`src/rtl/core/dwpid_pkg.sv`:
```
// shared types and constants of the dual wheel incremental pid speed unit
// no dependencies; imported by the config bank, the multiplier, the top level and the testbench
package dwpid_pkg;

    // field and datapath widths
    localparam int COUNT_W    = 16;
    localparam int IN_W       = 48;
    localparam int OUT_W      = 88;
    localparam int CFG_IDX_W  = 4;
    localparam int CFG_DATA_W = 20;
    localparam int MUL_A_W    = 24;
    localparam int MUL_B_W    = 27;
    localparam int MUL_P_W    = MUL_A_W + MUL_B_W;
    localparam int SPEED_W    = 24;
    localparam int CTRL_W     = 16;
    localparam int ACC_W      = 43;
    localparam int DELTA_W    = 18;

    // control clamp, +/-100 percent in q.8
    localparam logic signed [CTRL_W-1:0] CTRL_LIM = 16'sd25600;

    // ceil(2^32 / 100), exact floor division by 100 for operands below 2^23
    localparam logic [25:0] DIV100_RECIP = 26'd42949673;

    // register indexes
    localparam logic [CFG_IDX_W-1:0] REG_COEFF_NOW   = 4'd0;
    localparam logic [CFG_IDX_W-1:0] REG_COEFF_LAST  = 4'd1;
    localparam logic [CFG_IDX_W-1:0] REG_COEFF_OLDER = 4'd2;
    localparam logic [CFG_IDX_W-1:0] REG_SPEED_GAIN  = 4'd3;
    localparam logic [CFG_IDX_W-1:0] REG_WRAP_THR    = 4'd4;
    localparam logic [CFG_IDX_W-1:0] REG_ENC_TOP     = 4'd5;
    localparam logic [CFG_IDX_W-1:0] REG_PWM_TOP     = 4'd6;
    localparam logic [CFG_IDX_W-1:0] REG_DUTY_FULL   = 4'd7;

    // configuration bank contents
    typedef struct packed {
        logic signed [15:0] coeff_now;
        logic signed [15:0] coeff_last;
        logic signed [15:0] coeff_older;
        logic [19:0]        speed_gain;
        logic [15:0]        wrap_threshold;
        logic [15:0]        encoder_top;
        logic [15:0]        pwm_top;
        logic [15:0]        duty_full_scale;
    } t_cfg;

    // operand pair for the shared multiplier
    typedef struct packed {
        logic signed [MUL_A_W-1:0] a;
        logic signed [MUL_B_W-1:0] b;
    } t_mul_op;

    // sequencer steps, one wheel pass from S_WRAP to S_OUT
    typedef enum logic [3:0] {
        S_IDLE,
        S_WRAP,
        S_MSPD,
        S_SPD,
        S_M0,
        S_M1,
        S_M2,
        S_ACC,
        S_CTRL,
        S_MDUTY,
        S_MDIV,
        S_OUT,
        S_DONE
    } t_state;

endpackage

```
`src/rtl/core/dwpid_cfg.sv`:
```
// configuration register bank with reset defaults
// depends on dwpid_pkg for the register indexes and the t_cfg struct
module dwpid_cfg import dwpid_pkg::*; (
    input  logic                  i_clk,
    input  logic                  i_rst_n,
    input  logic                  i_we,
    input  logic [CFG_IDX_W-1:0]  i_index,
    input  logic [CFG_DATA_W-1:0] i_data,
    output t_cfg                  o_cfg
);

    t_cfg r_cfg;

    // register writes, unknown indexes are dropped
    always_ff @(posedge i_clk) begin
        if (!i_rst_n) begin
            r_cfg.coeff_now       <= 16'sd5407;
            r_cfg.coeff_last      <= -16'sd1843;
            r_cfg.coeff_older     <= 16'sd0;
            r_cfg.speed_gain      <= 20'd49276;
            r_cfg.wrap_threshold  <= 16'd200;
            r_cfg.encoder_top     <= 16'd65535;
            r_cfg.pwm_top         <= 16'd999;
            r_cfg.duty_full_scale <= 16'd999;
        end else if (i_we) begin
            unique case (i_index)
                REG_COEFF_NOW:   r_cfg.coeff_now       <= i_data[15:0];
                REG_COEFF_LAST:  r_cfg.coeff_last      <= i_data[15:0];
                REG_COEFF_OLDER: r_cfg.coeff_older     <= i_data[15:0];
                REG_SPEED_GAIN:  r_cfg.speed_gain      <= i_data;
                REG_WRAP_THR:    r_cfg.wrap_threshold  <= i_data[15:0];
                REG_ENC_TOP:     r_cfg.encoder_top     <= i_data[15:0];
                REG_PWM_TOP:     r_cfg.pwm_top         <= i_data[15:0];
                REG_DUTY_FULL:   r_cfg.duty_full_scale <= i_data[15:0];
                default: ;
            endcase
        end
    end

    assign o_cfg = r_cfg;

endmodule

```
`src/rtl/core/dwpid_mul.sv`:
```
// shared signed multiplier with a registered product
// depends on dwpid_pkg for operand widths and the t_mul_op struct
module dwpid_mul import dwpid_pkg::*; (
    input  logic                      i_clk,
    input  t_mul_op                   i_op,
    output logic signed [MUL_P_W-1:0] o_prod
);

    logic signed [MUL_P_W-1:0] r_prod;

    // one product per cycle, ready the cycle after issue
    always_ff @(posedge i_clk) begin
        r_prod <= i_op.a * i_op.b;
    end

    assign o_prod = r_prod;

endmodule

```
`src/rtl/core/dual_wheel_incremental_pid_speed_unit.sv`:
```
// dual wheel incremental pid speed unit, top level with sequencer and datapath
// an input transaction runs the left and then the right wheel pass, 11 steps per wheel
// one item in flight at a time: input is taken only in S_IDLE, and one multiplier serves every step
// the next input is taken while a finished result still waits on the output
// reset (synchronous, active low) restores register defaults and clears history
// depends on dwpid_pkg, dwpid_cfg and dwpid_mul
module dual_wheel_incremental_pid_speed_unit import dwpid_pkg::*; (
    input  logic                  i_clk,
    input  logic                  i_rst_n,
    // configuration write channel
    input  logic                  i_cfg_valid,
    output logic                  o_cfg_ready,
    input  logic [CFG_IDX_W-1:0]  i_cfg_index,
    input  logic [CFG_DATA_W-1:0] i_cfg_data,
    // input stream
    input  logic                  i_s_axis_tvalid,
    output logic                  o_s_axis_tready,
    // count_left, count_right, target_left, target_right
    input  logic [IN_W-1:0]       i_s_axis_tdata,
    // output stream
    output logic                  o_m_axis_tvalid,
    input  logic                  i_m_axis_tready,
    // compare_left, reverse_left, compare_right, reverse_right,
    // speed_left, speed_right, zero pad
    output logic [OUT_W-1:0]      o_m_axis_tdata
);

    t_cfg                      cfg;
    t_mul_op                   mul_op;
    logic signed [MUL_P_W-1:0] mul_prod;

    t_state r_state, n_state;
    logic   r_wheel;

    // latched item
    logic [COUNT_W-1:0] r_cnt_in [2];
    logic signed [7:0]  r_tgt    [2];

    // per wheel history
    logic [COUNT_W-1:0]        r_prev_cnt [2];
    logic signed [CTRL_W-1:0]  r_prev_u   [2];
    logic signed [SPEED_W-1:0] r_e1       [2];
    logic signed [SPEED_W-1:0] r_e2       [2];

    // working registers
    logic signed [DELTA_W-1:0] r_delta;
    logic signed [SPEED_W-1:0] r_speed;
    logic signed [SPEED_W-1:0] r_err;
    logic signed [ACC_W-1:0]   r_acc;
    logic signed [CTRL_W-1:0]  r_u;

    // per wheel results and output register
    logic [16:0]               r_cmp [2];
    logic                      r_rev [2];
    logic signed [SPEED_W-1:0] r_spd [2];
    logic                      r_m_valid;
    logic [OUT_W-1:0]          r_m_data;

    logic in_fire, out_free;

    dwpid_cfg u_cfg (
        .i_clk   (i_clk),
        .i_rst_n (i_rst_n),
        .i_we    (i_cfg_valid),
        .i_index (i_cfg_index),
        .i_data  (i_cfg_data),
        .o_cfg   (cfg)
    );

    dwpid_mul u_mul (
        .i_clk  (i_clk),
        .i_op   (mul_op),
        .o_prod (mul_prod)
    );

    assign o_cfg_ready     = 1'b1;
    assign o_s_axis_tready = (r_state == S_IDLE);
    assign o_m_axis_tvalid = r_m_valid;
    assign o_m_axis_tdata  = r_m_data;
    assign in_fire         = i_s_axis_tvalid && o_s_axis_tready;
    assign out_free        = !r_m_valid || i_m_axis_tready;

    // count delta with wrap correction
    logic [COUNT_W-1:0]        cnow, cold;
    logic signed [COUNT_W:0]   delta_raw;
    logic [COUNT_W:0]          delta_mag;
    logic [16:0]               enc_span;
    logic signed [DELTA_W-1:0] delta_ext, delta_fix;

    always_comb begin
        cnow      = r_cnt_in[r_wheel];
        cold      = r_prev_cnt[r_wheel];
        delta_raw = $signed({1'b0, cnow}) - $signed({1'b0, cold});
        delta_mag = delta_raw[COUNT_W] ? (COUNT_W+1)'(-delta_raw) : (COUNT_W+1)'(delta_raw);
        enc_span  = {1'b0, cfg.encoder_top} + 17'd1;
        delta_ext = {delta_raw[COUNT_W], delta_raw};
        delta_fix = delta_ext;
        if (delta_mag > {1'b0, cfg.wrap_threshold}) begin
            if (delta_raw[COUNT_W]) begin
                delta_fix = delta_ext + $signed({1'b0, enc_span});
            end else begin
                delta_fix = delta_ext - $signed({1'b0, enc_span});
            end
        end
    end

    // speed rounding and saturation, error against set point
    logic signed [MUL_P_W-1:0] spd_shift;
    logic signed [SPEED_W-1:0] spd_sat;
    logic signed [7:0]         tgt;
    logic signed [17:0]        sp_pos, sp;
    logic signed [SPEED_W:0]   err_diff;
    logic signed [SPEED_W-1:0] err_sat;

    always_comb begin
        spd_shift = (mul_prod + 51'sd128) >>> 8;
        if ((&spd_shift[MUL_P_W-1:SPEED_W-1]) || !(|spd_shift[MUL_P_W-1:SPEED_W-1])) begin
            spd_sat = spd_shift[SPEED_W-1:0];
        end else begin
            spd_sat = spd_shift[MUL_P_W-1] ? 24'sh800000 : 24'sh7FFFFF;
        end
        tgt      = r_tgt[r_wheel];
        sp_pos   = {{2{tgt[7]}}, tgt, 8'b0};
        sp       = r_wheel ? -sp_pos : sp_pos;
        err_diff = {{7{sp[17]}}, sp} - {spd_sat[SPEED_W-1], spd_sat};
        if (err_diff[SPEED_W] == err_diff[SPEED_W-1]) begin
            err_sat = err_diff[SPEED_W-1:0];
        end else begin
            err_sat = err_diff[SPEED_W] ? 24'sh800000 : 24'sh7FFFFF;
        end
    end

    // control update and clamp
    logic signed [ACC_W-1:0]  acc_round;
    logic signed [31:0]       u_sum;
    logic signed [CTRL_W-1:0] u_clamp;

    always_comb begin
        acc_round = r_acc + 43'sd2048;
        u_sum     = 32'($signed(acc_round[ACC_W-1:12])) + 32'(r_prev_u[r_wheel]);
        if (r_tgt[r_wheel] == 8'sd0) begin
            u_clamp = '0;
        end else if (u_sum > 32'(CTRL_LIM)) begin
            u_clamp = CTRL_LIM;
        end else if (u_sum < -32'(CTRL_LIM)) begin
            u_clamp = -CTRL_LIM;
        end else begin
            u_clamp = u_sum[CTRL_W-1:0];
        end
    end

    // duty to compare value and direction
    logic [CTRL_W-1:0]  u_abs;
    logic [15:0]        duty;
    logic [16:0]        pwm_span;
    logic signed [17:0] cmp_rev;
    logic               rev;
    logic [16:0]        cmp;

    always_comb begin
        u_abs    = r_u[CTRL_W-1] ? CTRL_W'(-r_u) : CTRL_W'(r_u);
        duty     = mul_prod[47:32];
        pwm_span = {1'b0, cfg.pwm_top} + 17'd1;
        cmp_rev  = $signed({1'b0, pwm_span}) - $signed({2'b0, duty});
        rev      = r_wheel ? (r_u > 16'sd0) : r_u[CTRL_W-1];
        if (!rev) begin
            cmp = {1'b0, duty};
        end else if (cmp_rev[17]) begin
            cmp = '0;
        end else begin
            cmp = cmp_rev[16:0];
        end
    end

    // state register
    always_ff @(posedge i_clk) begin
        if (!i_rst_n) begin
            r_state <= S_IDLE;
        end else begin
            r_state <= n_state;
        end
    end

    // next state and multiplier operand selection
    always_comb begin
        n_state  = r_state;
        mul_op.a = '0;
        mul_op.b = '0;
        unique case (r_state)
            S_IDLE: begin
                if (in_fire) n_state = S_WRAP;
            end
            S_WRAP:  n_state = S_MSPD;
            S_MSPD: begin
                mul_op.a = MUL_A_W'(r_delta);
                mul_op.b = $signed({7'b0, cfg.speed_gain});
                n_state  = S_SPD;
            end
            S_SPD:   n_state = S_M0;
            S_M0: begin
                mul_op.a = r_err;
                mul_op.b = MUL_B_W'(cfg.coeff_now);
                n_state  = S_M1;
            end
            S_M1: begin
                mul_op.a = r_e1[r_wheel];
                mul_op.b = MUL_B_W'(cfg.coeff_last);
                n_state  = S_M2;
            end
            S_M2: begin
                mul_op.a = r_e2[r_wheel];
                mul_op.b = MUL_B_W'(cfg.coeff_older);
                n_state  = S_ACC;
            end
            S_ACC:   n_state = S_CTRL;
            S_CTRL:  n_state = S_MDUTY;
            S_MDUTY: begin
                mul_op.a = $signed({8'b0, u_abs});
                mul_op.b = $signed({11'b0, cfg.duty_full_scale});
                n_state  = S_MDIV;
            end
            S_MDIV: begin
                mul_op.a = $signed({1'b0, mul_prod[30:8]});
                mul_op.b = $signed({1'b0, DIV100_RECIP});
                n_state  = S_OUT;
            end
            S_OUT:   n_state = r_wheel ? S_DONE : S_WRAP;
            S_DONE: begin
                if (out_free) n_state = S_IDLE;
            end
            default: n_state = S_IDLE;
        endcase
    end

    // wheel select, history and output valid
    always_ff @(posedge i_clk) begin
        if (!i_rst_n) begin
            r_wheel   <= 1'b0;
            r_m_valid <= 1'b0;
            for (int i = 0; i < 2; i++) begin
                r_prev_cnt[i] <= '0;
                r_prev_u[i]   <= '0;
                r_e1[i]       <= '0;
                r_e2[i]       <= '0;
            end
        end else begin
            // a new result replaces a consumed one in the same cycle
            if (r_state == S_DONE && out_free) begin
                r_m_valid <= 1'b1;
            end else if (i_m_axis_tready) begin
                r_m_valid <= 1'b0;
            end
            unique case (r_state)
                S_IDLE: begin
                    r_wheel <= 1'b0;
                end
                S_OUT: begin
                    r_prev_cnt[r_wheel] <= cnow;
                    r_prev_u[r_wheel]   <= r_u;
                    r_e2[r_wheel]       <= r_e1[r_wheel];
                    r_e1[r_wheel]       <= r_err;
                    r_wheel             <= 1'b1;
                end
                default: ;
            endcase
        end
    end

    // payload registers of the datapath
    always_ff @(posedge i_clk) begin
        unique case (r_state)
            S_IDLE: begin
                if (in_fire) begin
                    r_cnt_in[0] <= i_s_axis_tdata[15:0];
                    r_cnt_in[1] <= i_s_axis_tdata[31:16];
                    r_tgt[0]    <= i_s_axis_tdata[39:32];
                    r_tgt[1]    <= i_s_axis_tdata[47:40];
                end
            end
            S_WRAP: r_delta <= delta_fix;
            S_SPD: begin
                r_speed <= spd_sat;
                r_err   <= err_sat;
            end
            S_M1:   r_acc <= mul_prod[ACC_W-1:0];
            S_M2:   r_acc <= r_acc + mul_prod[ACC_W-1:0];
            S_ACC:  r_acc <= r_acc + mul_prod[ACC_W-1:0];
            S_CTRL: r_u   <= u_clamp;
            S_OUT: begin
                r_cmp[r_wheel] <= cmp;
                r_rev[r_wheel] <= rev;
                r_spd[r_wheel] <= r_speed;
            end
            S_DONE: begin
                if (out_free) begin
                    r_m_data <= {4'b0, r_spd[1], r_spd[0], r_rev[1], r_cmp[1],
                                 r_rev[0], r_cmp[0]};
                end
            end
            default: ;
        endcase
    end

`ifndef SYNTHESIS
    // a result only appears right after the final step
    a_valid_from_done: assert property (@(posedge i_clk) disable iff (!i_rst_n)
        $rose(r_m_valid) |-> $past(r_state) == S_DONE)
        else $error("result valid raised outside the final step");

    // the final step hands over once the output slot is free
    a_done_hands_over: assert property (@(posedge i_clk) disable iff (!i_rst_n)
        (r_state == S_DONE && out_free) |=> (r_m_valid && r_state == S_IDLE))
        else $error("final step did not load the output register");

    // left pass is followed by the right pass
    a_left_then_right: assert property (@(posedge i_clk) disable iff (!i_rst_n)
        (r_state == S_OUT && !r_wheel) |=> (r_state == S_WRAP && r_wheel))
        else $error("right wheel pass did not follow the left pass");

    // stored control stays within the clamp
    a_ctrl_in_range: assert property (@(posedge i_clk) disable iff (!i_rst_n)
        (r_prev_u[0] <= CTRL_LIM && r_prev_u[0] >= -CTRL_LIM &&
         r_prev_u[1] <= CTRL_LIM && r_prev_u[1] >= -CTRL_LIM))
        else $error("stored control outside the clamp range");
`endif

endmodule

```
`config.mk`:
```
export PLATFORM = sky130hd
export DESIGN_NAME = dual_wheel_incremental_pid_speed_unit
export DESIGN_NICKNAME = d
export VERILOG_FILES = /design/src/rtl/core/dwpid_pkg.sv /design/src/rtl/core/dwpid_cfg.sv /design/src/rtl/core/dwpid_mul.sv /design/src/rtl/core/dual_wheel_incremental_pid_speed_unit.sv
export SDC_FILE = /design/constraint.sdc
export NUM_CORES = 2
export LEC_CHECK = 0
export BUFFER_PORTS_ARGS = -buffer_cell sky130_fd_sc_hd__buf_2
export CORE_UTILIZATION = 60
export CTS_BUF_LIST = sky130_fd_sc_hd__clkbuf_4 sky130_fd_sc_hd__clkbuf_8 sky130_fd_sc_hd__clkbuf_16
export CTS_CLUSTER_DIAMETER = 100
export DETAILED_ROUTE_END_ITERATION = 12
export HOLD_SLACK_MARGIN = 0.12
export PLACE_DENSITY = 0.74
export SKIP_LAST_GASP = 1
export SLEW_MARGIN = 20
export SYNTH_ARGS = -nofsm -noshare
export SYNTH_HDL_FRONTEND = slang
export SYNTH_SLANG_ARGS = --single-unit
```
`constraint.sdc`:
```
create_clock -name i_clk -period 22.1 [get_ports i_clk]
set_input_delay 2.21 -clock i_clk [delete_from_list [all_inputs] [get_ports i_clk]]
set_output_delay 2.21 -clock i_clk [all_outputs]
set_load 0.02 [all_outputs]
```
# ---- Word-level counts from Yosys, hierarchy flattened
# Memory sizes are Yosys's and may differ from the RTL's. A register that Yosys moved wholly into a read port is not among the register bits.
# Index checks and enable logic that the tools add are counted.
dict set report word_totals {
  register_bits 314
  mem_count 9
  word_cells 155
  mem_bits_rw 292
  input_bits 77
  output_inout_bits 91
}
# memory words word_bits rd rd_ports_with_merged_regs write_ports line_no
set memory_table {}
lappend memory_table {r_e1 2 24 1 1 2 dual_wheel_incremental_pid_speed_unit.sv:42} ;# logic signed [SPEED_W-1:0] r_e1 [2];
lappend memory_table {r_e2 2 24 1 1 2 dual_wheel_incremental_pid_speed_unit.sv:43} ;# logic signed [SPEED_W-1:0] r_e2 [2];
lappend memory_table {r_spd 2 24 2 2 1 dual_wheel_incremental_pid_speed_unit.sv:55} ;# logic signed [SPEED_W-1:0] r_spd [2];
lappend memory_table {r_cmp 2 17 2 2 1 dual_wheel_incremental_pid_speed_unit.sv:53} ;# logic [16:0] r_cmp [2];
lappend memory_table {r_cnt_in 2 16 1 1 2 dual_wheel_incremental_pid_speed_unit.sv:36} ;# logic [COUNT_W-1:0] r_cnt_in [2];
lappend memory_table {r_prev_cnt 2 16 1 1 2 dual_wheel_incremental_pid_speed_unit.sv:40} ;# logic [COUNT_W-1:0] r_prev_cnt [2];
lappend memory_table {{3 more memories} -- -- -- -- -- --}
dict set report classes {
  order_cmp 4
  add_sub_neg 14
  eq_ne 22
  reduce_logical 31
  mux 55
  multipliers 1
}
# cell count
set op_table {}
lappend op_table {{$pmux W51 S6} 1}
lappend op_table {{$mux W24} 6}
lappend op_table {{$pmux W43 S2} 1}
lappend op_table {{$mux W16} 4}
lappend op_table {{$mux W18} 3}
lappend op_table {{$pmux W4 S13} 1}
lappend op_table {{$add A51 B9 Y51 const B} 1}
lappend op_table {{$mul A24 B27 Y51} 1}
lappend op_table {{$mux W17} 3}
lappend op_table {{$reduce_or A24 Y1} 2}
lappend op_table {{$add A43 B13 Y43 const B} 1}
lappend op_table {{$add A43 B43 Y43} 1}
lappend op_table {{$add A16 B1 Y17 const B} 2}
lappend op_table {{$add A31 B16 Y32} 1}
lappend op_table {{$eq A4 B3 Y1 const B} 8}
lappend op_table {{$gt A32 B16 Y1 const B} 1}
lappend op_table {{$lt A32 B16 Y1 const B} 1}
lappend op_table {{$reduce_or A16 Y1} 2}
lappend op_table {{$mux W1} 31}
lappend op_table {{$sub A18 B24 Y25} 1}
lappend op_table {{$eq A4 B4 Y1 const B} 5}
lappend op_table {{$reduce_and A2 Y1} 10}
lappend op_table {{$reduce_and A20 Y1} 1}
lappend op_table {{$reduce_or A20 Y1} 1}
lappend op_table {{25 further kinds} 38}

# ---- Depth between registers and ports, before layout
dict set report logic_depth {
  ltp_word 8
  depth_mapped 39
  ltp_nobuf 38
}

# ---- By module
# Synthesis repeated with hierarchy kept, for this count alone.
dict set report hier_totals {
  hier_cells 6113
  hier_area_um2 61141.1
}
# module cells_per_inst seq_area_each_um2 area_each_um2 n_inst
set by_module_without_submodules {}
lappend by_module_without_submodules {dual_wheel_incremental_pid_speed_unit 2963 15184.6 31385.1 1}
lappend by_module_without_submodules {dwpid_mul 2643 1021.0 24619.9 1}
lappend by_module_without_submodules {dwpid_cfg 507 2642.5 5136.2 1}

# ---- Worst setup path before layout
# No wires, ideal clock.
dict set report synth_path {
  path_kind {input-to-reg}
  from {in i_m_axis_tready}
  to {reg r_m_data[0] (netlist: o_m_axis_tdata[0]) (read register of r_cmp) (enable)}
  cell_stages 2
  setup_ns 0.733
  t_required_ns 21.367
  arrival_time_ns 10.198
  path_slack_ns 11.169
  n_path_buf 0
  path_cell_list {nor2b_1 nor4_1}
}
dict set report synth_via {
  elab_chain_len 2
}
# element line_no
set synth_lines {}
lappend synth_lines {{start: declaration} dual_wheel_incremental_pid_speed_unit.sv:22} ;# input logic i_m_axis_tready,
lappend synth_lines {{$logic_or A1 B1 Y1} dual_wheel_incremental_pid_speed_unit.sv:81} ;# assign out_free = !r_m_valid || i_m_axis_tready;
lappend synth_lines {{$reduce_and A2 Y1 (no line)} --}
lappend synth_lines {{end: declaration} dual_wheel_incremental_pid_speed_unit.sv:57} ;# logic [OUT_W-1:0] r_m_data;
# Every way passes these cells.
# A chain may end at the register's enable or synchronous reset.

# ---- Worst setup path in the final report
dict set report layout_path {
  from {reg r_state[3]}
  to {reg u_mul.r_prod[45] (netlist: u_mul.o_prod[45])}
}
dict set report layout_via {
  elab_chain_len 3
  word_cells_on_any_way 8
  classes_between {1 x mul; 6 x eq/ne; 1 x mux}
}
# element line_no
set layout_lines {}
lappend layout_lines {{start: declaration} dual_wheel_incremental_pid_speed_unit.sv:32} ;# t_state r_state, n_state;
lappend layout_lines {{start signal: assignment} dual_wheel_incremental_pid_speed_unit.sv:180} ;# r_state <= n_state;
lappend layout_lines {{$eq A4 B4 Y1 (tied with other cells)} dual_wheel_incremental_pid_speed_unit.sv:189} ;# unique case (r_state)
lappend layout_lines {{$pmux W51 S6 (*)} dual_wheel_incremental_pid_speed_unit.sv:189}
lappend layout_lines {{$mul A24 B27 Y51 (*)} dwpid_mul.sv:13} ;# r_prod <= i_op.a * i_op.b;
lappend layout_lines {{end signal: assignment} dwpid_mul.sv:13}
lappend layout_lines {{end: declaration} dwpid_mul.sv:9} ;# logic signed [MUL_P_W-1:0] r_prod;
# Every way passes the cells marked *; elsewhere a longest branch is shown, timed or not.

==> impl_metrics.yaml <==
clocking:
  cts_setup_buffers: 0
  cts-resized-gates: 0
  cts_tree: "done"
  postCtsHoldBufs: 0
  cts_num_sinks: 691
  numCtsBuffers: 74
  clock_latency_ns: 0.69
  htreeDepth: 3
  cts_root_buf: "clkbuf_16"
  path_clk_slew_ns: 0.06
  cts_buffer_depth: 3
grt:
  grt_pass1_wl_um: 257000
  grt_pass1_vias: 44000
  grt_usage_pct: 34.1
  overflow: 0
  grt_max_degree: 117
  antenna_found_initial: 3
placed_design:
  io_buffers: 162
  dp.cells: 7226
  dp_hpwl_um: 126000
  place_congestion: 0.987
synth:
  postSynthAreaPerCell_um2: 9.86
  yosys_warnings: 0
  synth_area_mm2: 0.0590
  synthTopCellsByArea: "edfxtp_1 26%, fa_1 23%, ha_1 6.7%"
  ys.flop_type: "edfxtp_1"
  yosys.area.top_type: "edfxtp_1"
  synth_edf_count: 501
  syn_inst: 5976
  synth_seq_area_share_pct: 32.0
  yosys.area.top_type_share_pct: 25.5
  ys_seq_elements: 691
  async_flop_share_pct: 0
  synth_cell_types: 89
final_layout:
  drive_above_1_share_pct: 8.16
  areaGrowthSynthToFinish_pct: 8.08
  finalNonFillerCells: 7366
  num-nets-final: 7082
  fin_util_pct: 65.7
  nFillCells: 7698
min_path:
  hp-class: "reg2reg"
  holdPathEnd: "o_m_axis_tdata[72]"
  holdCritStartpoint: "r_spd[1][12]"
  worstHoldPathCells: 0
worst_setup_path:
  cp_slowest_cell: "a2111oi_0"
  crit_arrival_ns: 11.15
  regToRegSetupSlack_ns: 11.55
  crit_type: "reg2reg"
  cp_max_fo: 82
  critical_path_required_ns: 22.69
  r2r-end: "u_mul.o_prod[45]"
  cp-end-kind: "flop"
  cp_slowest_stage_delay_ns: 0.66
  cp-start-kind: "flop"
  r2r-start: "r_state[3]"
  cp_common_cell: "fa_1"
  r2r_cells: 32
  cp_num_buf_inv: 5
  critPathTopFamily: "adder cells"
timing:
  worst-slew-pin-transition_ns: 1.13
  setup_violations: 0
  timing.final.crit_period_ns: 10.55
  setup_tns_ns: 0
  skew_ns: 0.0638
  max_freq_mhz: 94.8
  max-slew-margin-rel_pct: 23.8
  fin_crit_sh_pct: 47.7
  rsz0062_at_grt: "false"
  hold_ws_ns: 0.416
  drv_slew: 0
  finalHoldViolations: 0
routing:
  via_per_inst: 5.99
  drc: 26
  drt_iter0_markers: 4540
  drt_pass1_iterations: 12
  routed_wl_um: 167000
  wire_per_inst_um: 22.7
  ant_nets: 0
  detailroute.via_count: 44100
outcome:
  status: "finished, violations left"
  violations: "design-rule violations"
die:
  start_util_pct: 60.8
  io_pins: 168
  core.rowCount: 114
  core_mm2: 0.0970
  die_area_mm2: 0.0995
  die_h_um: 315
  fp.dieW_um: 315
flow_run:
  drv_cap: 0
pwr:
  peakVddDrop_v: 0.0000795
  p_leak_nw: 28.0
  total_power_mw: 4.26
  power.density_mw_per_mm2: 66.9
area by class of cell:
cell class	count	area, µm²	area share [%]
repair buffers	242	1420	2.22
inverters	936	3510	5.51
clock inverters	52	706	1.11
clock buffers	86	1970	3.10
well taps	1276	1600	2.51
flip-flops and latches	691	18900	29.6
diodes	1	2.50	0.00393
multi-input cells	4082	35700	56.0
state kept, by name (all words and copies together) (netlist names), 4 cells and up, named ones only:
name,cells
u_cfg.o_cfg,132
o_m_axis_tdata,84
u_mul.o_prod,51
r_e1,48
r_e2,48
r_spd,48
r_acc,43
r_cmp,34
r_cnt_in,32
r_prev_cnt,32
r_prev_u,32
r_err,24
r_speed,24
r_delta,18
r_tgt,16
r_u,16
r_state,4
Yosys cell counts, types with 109 or more instances:
library cell    n
inv_1         936
nand2_1       758
fa_1          664
edfxtp_1      501
nor2_1        429
ha_1          314
clkbuf_1      231
xnor2_1       202
dfxtp_1       190
a21oi_1       171
nand3_1       138
o21ai_0       138
and3_1        117
mux2i_1       109
through the flow:
step,worst slack [ns],area (µm²)
final,11.55,63700
after global routing,10.90,63700
after CTS,11.66,63700
after detailed placement,11.67,61000
after global placement,11.78,61000
after floorplan,11.17,59000
cell families (layout without fill, tap and decap cells):
logic type | after synthesis | count (layout) | synth area share [%]
other cells | 2 | 6 | 0.0127
simple gates | 1841 | 1841 | 14.3
flops | 691 | 691 | 32.0
buf+inv | 1206 | 1316 | 7.79
xor+xnor | 307 | 307 | 4.59
compound gates | 780 | 780 | 9.05
mux | 148 | 148 | 2.60
fa+ha+maj | 1001 | 1001 | 29.6
cell usage in the layout, fill, tap and decap left out, types with 15 or more instances in the layout:
cell type | netlist | final
a21boi_0 | 67 | 65
a21o_1 | 103 | 103
a21oi_1 | 171 | 170
a221oi_1 | 19 | 19
a222oi_1 | 17 | 17
a22o_1 | 18 | 18
a22oi_1 | 19 | 19
and2_1 | 58 | 57
and3_1 | 117 | 116
and4_1 | 15 | 15
buf_2 | 7 | 161
buf_4 | 9 | 80
clkbuf_16 | 0 | 74
dfxtp_1 | 190 | 189
edfxtp_1 | 501 | 501
fa_1 | 664 | 664
ha_1 | 314 | 314
inv_1 | 936 | 935
maj3_2 | 20 | 20
mux2_2 | 39 | 39
mux2i_1 | 109 | 109
nand2_1 | 758 | 756
nand2b_1 | 50 | 49
nand3_1 | 138 | 138
nand4_1 | 49 | 49
nor2_1 | 429 | 428
nor2b_1 | 50 | 50
nor3_1 | 80 | 76
o211ai_1 | 30 | 30
o21a_1 | 24 | 24
o21ai_0 | 138 | 135
o21bai_1 | 21 | 21
o31ai_1 | 15 | 15
or2_2 | 20 | 20
or3_1 | 15 | 15
xnor2_1 | 202 | 202
xor2_1 | 104 | 104
where the power goes:
part	leakage (nW)	internal [mW]	switching [mW]
registers	6.31	1.49	0.0838
clock network	1.32	0.776	0.565
logic	20.4	0.522	0.821
how the worst max path moves through the flow:
| stage | to | cells past startpoint | startpoint |
|---|---|---|---|
| after global placement | u_mul.o_prod[49] | 30 | flop |
| after global routing | u_mul.o_prod[45] | 32 | r_state[3] |
| final | u_mul.o_prod[45] | 32 | r_state[3] |
| after floorplan | o_m_axis_tdata[0] | 2 | i_m_axis_tready |
| after CTS | u_mul.o_prod[49] | 30 | flop |
| after detailed placement | u_mul.o_prod[45] | 32 | r_state[3] |
per-layer routing:
layer	global-route usage [%]	part of all wire, %	vias to the layer above
met5	0	0.0060	-
met4	17.2	5.8	2
met3	7.81	11	521
met2	52.1	44	2315
met1	45.9	39	21500
li1	-	-	19700
Note: power is estimated with default switching activity, not from simulation.
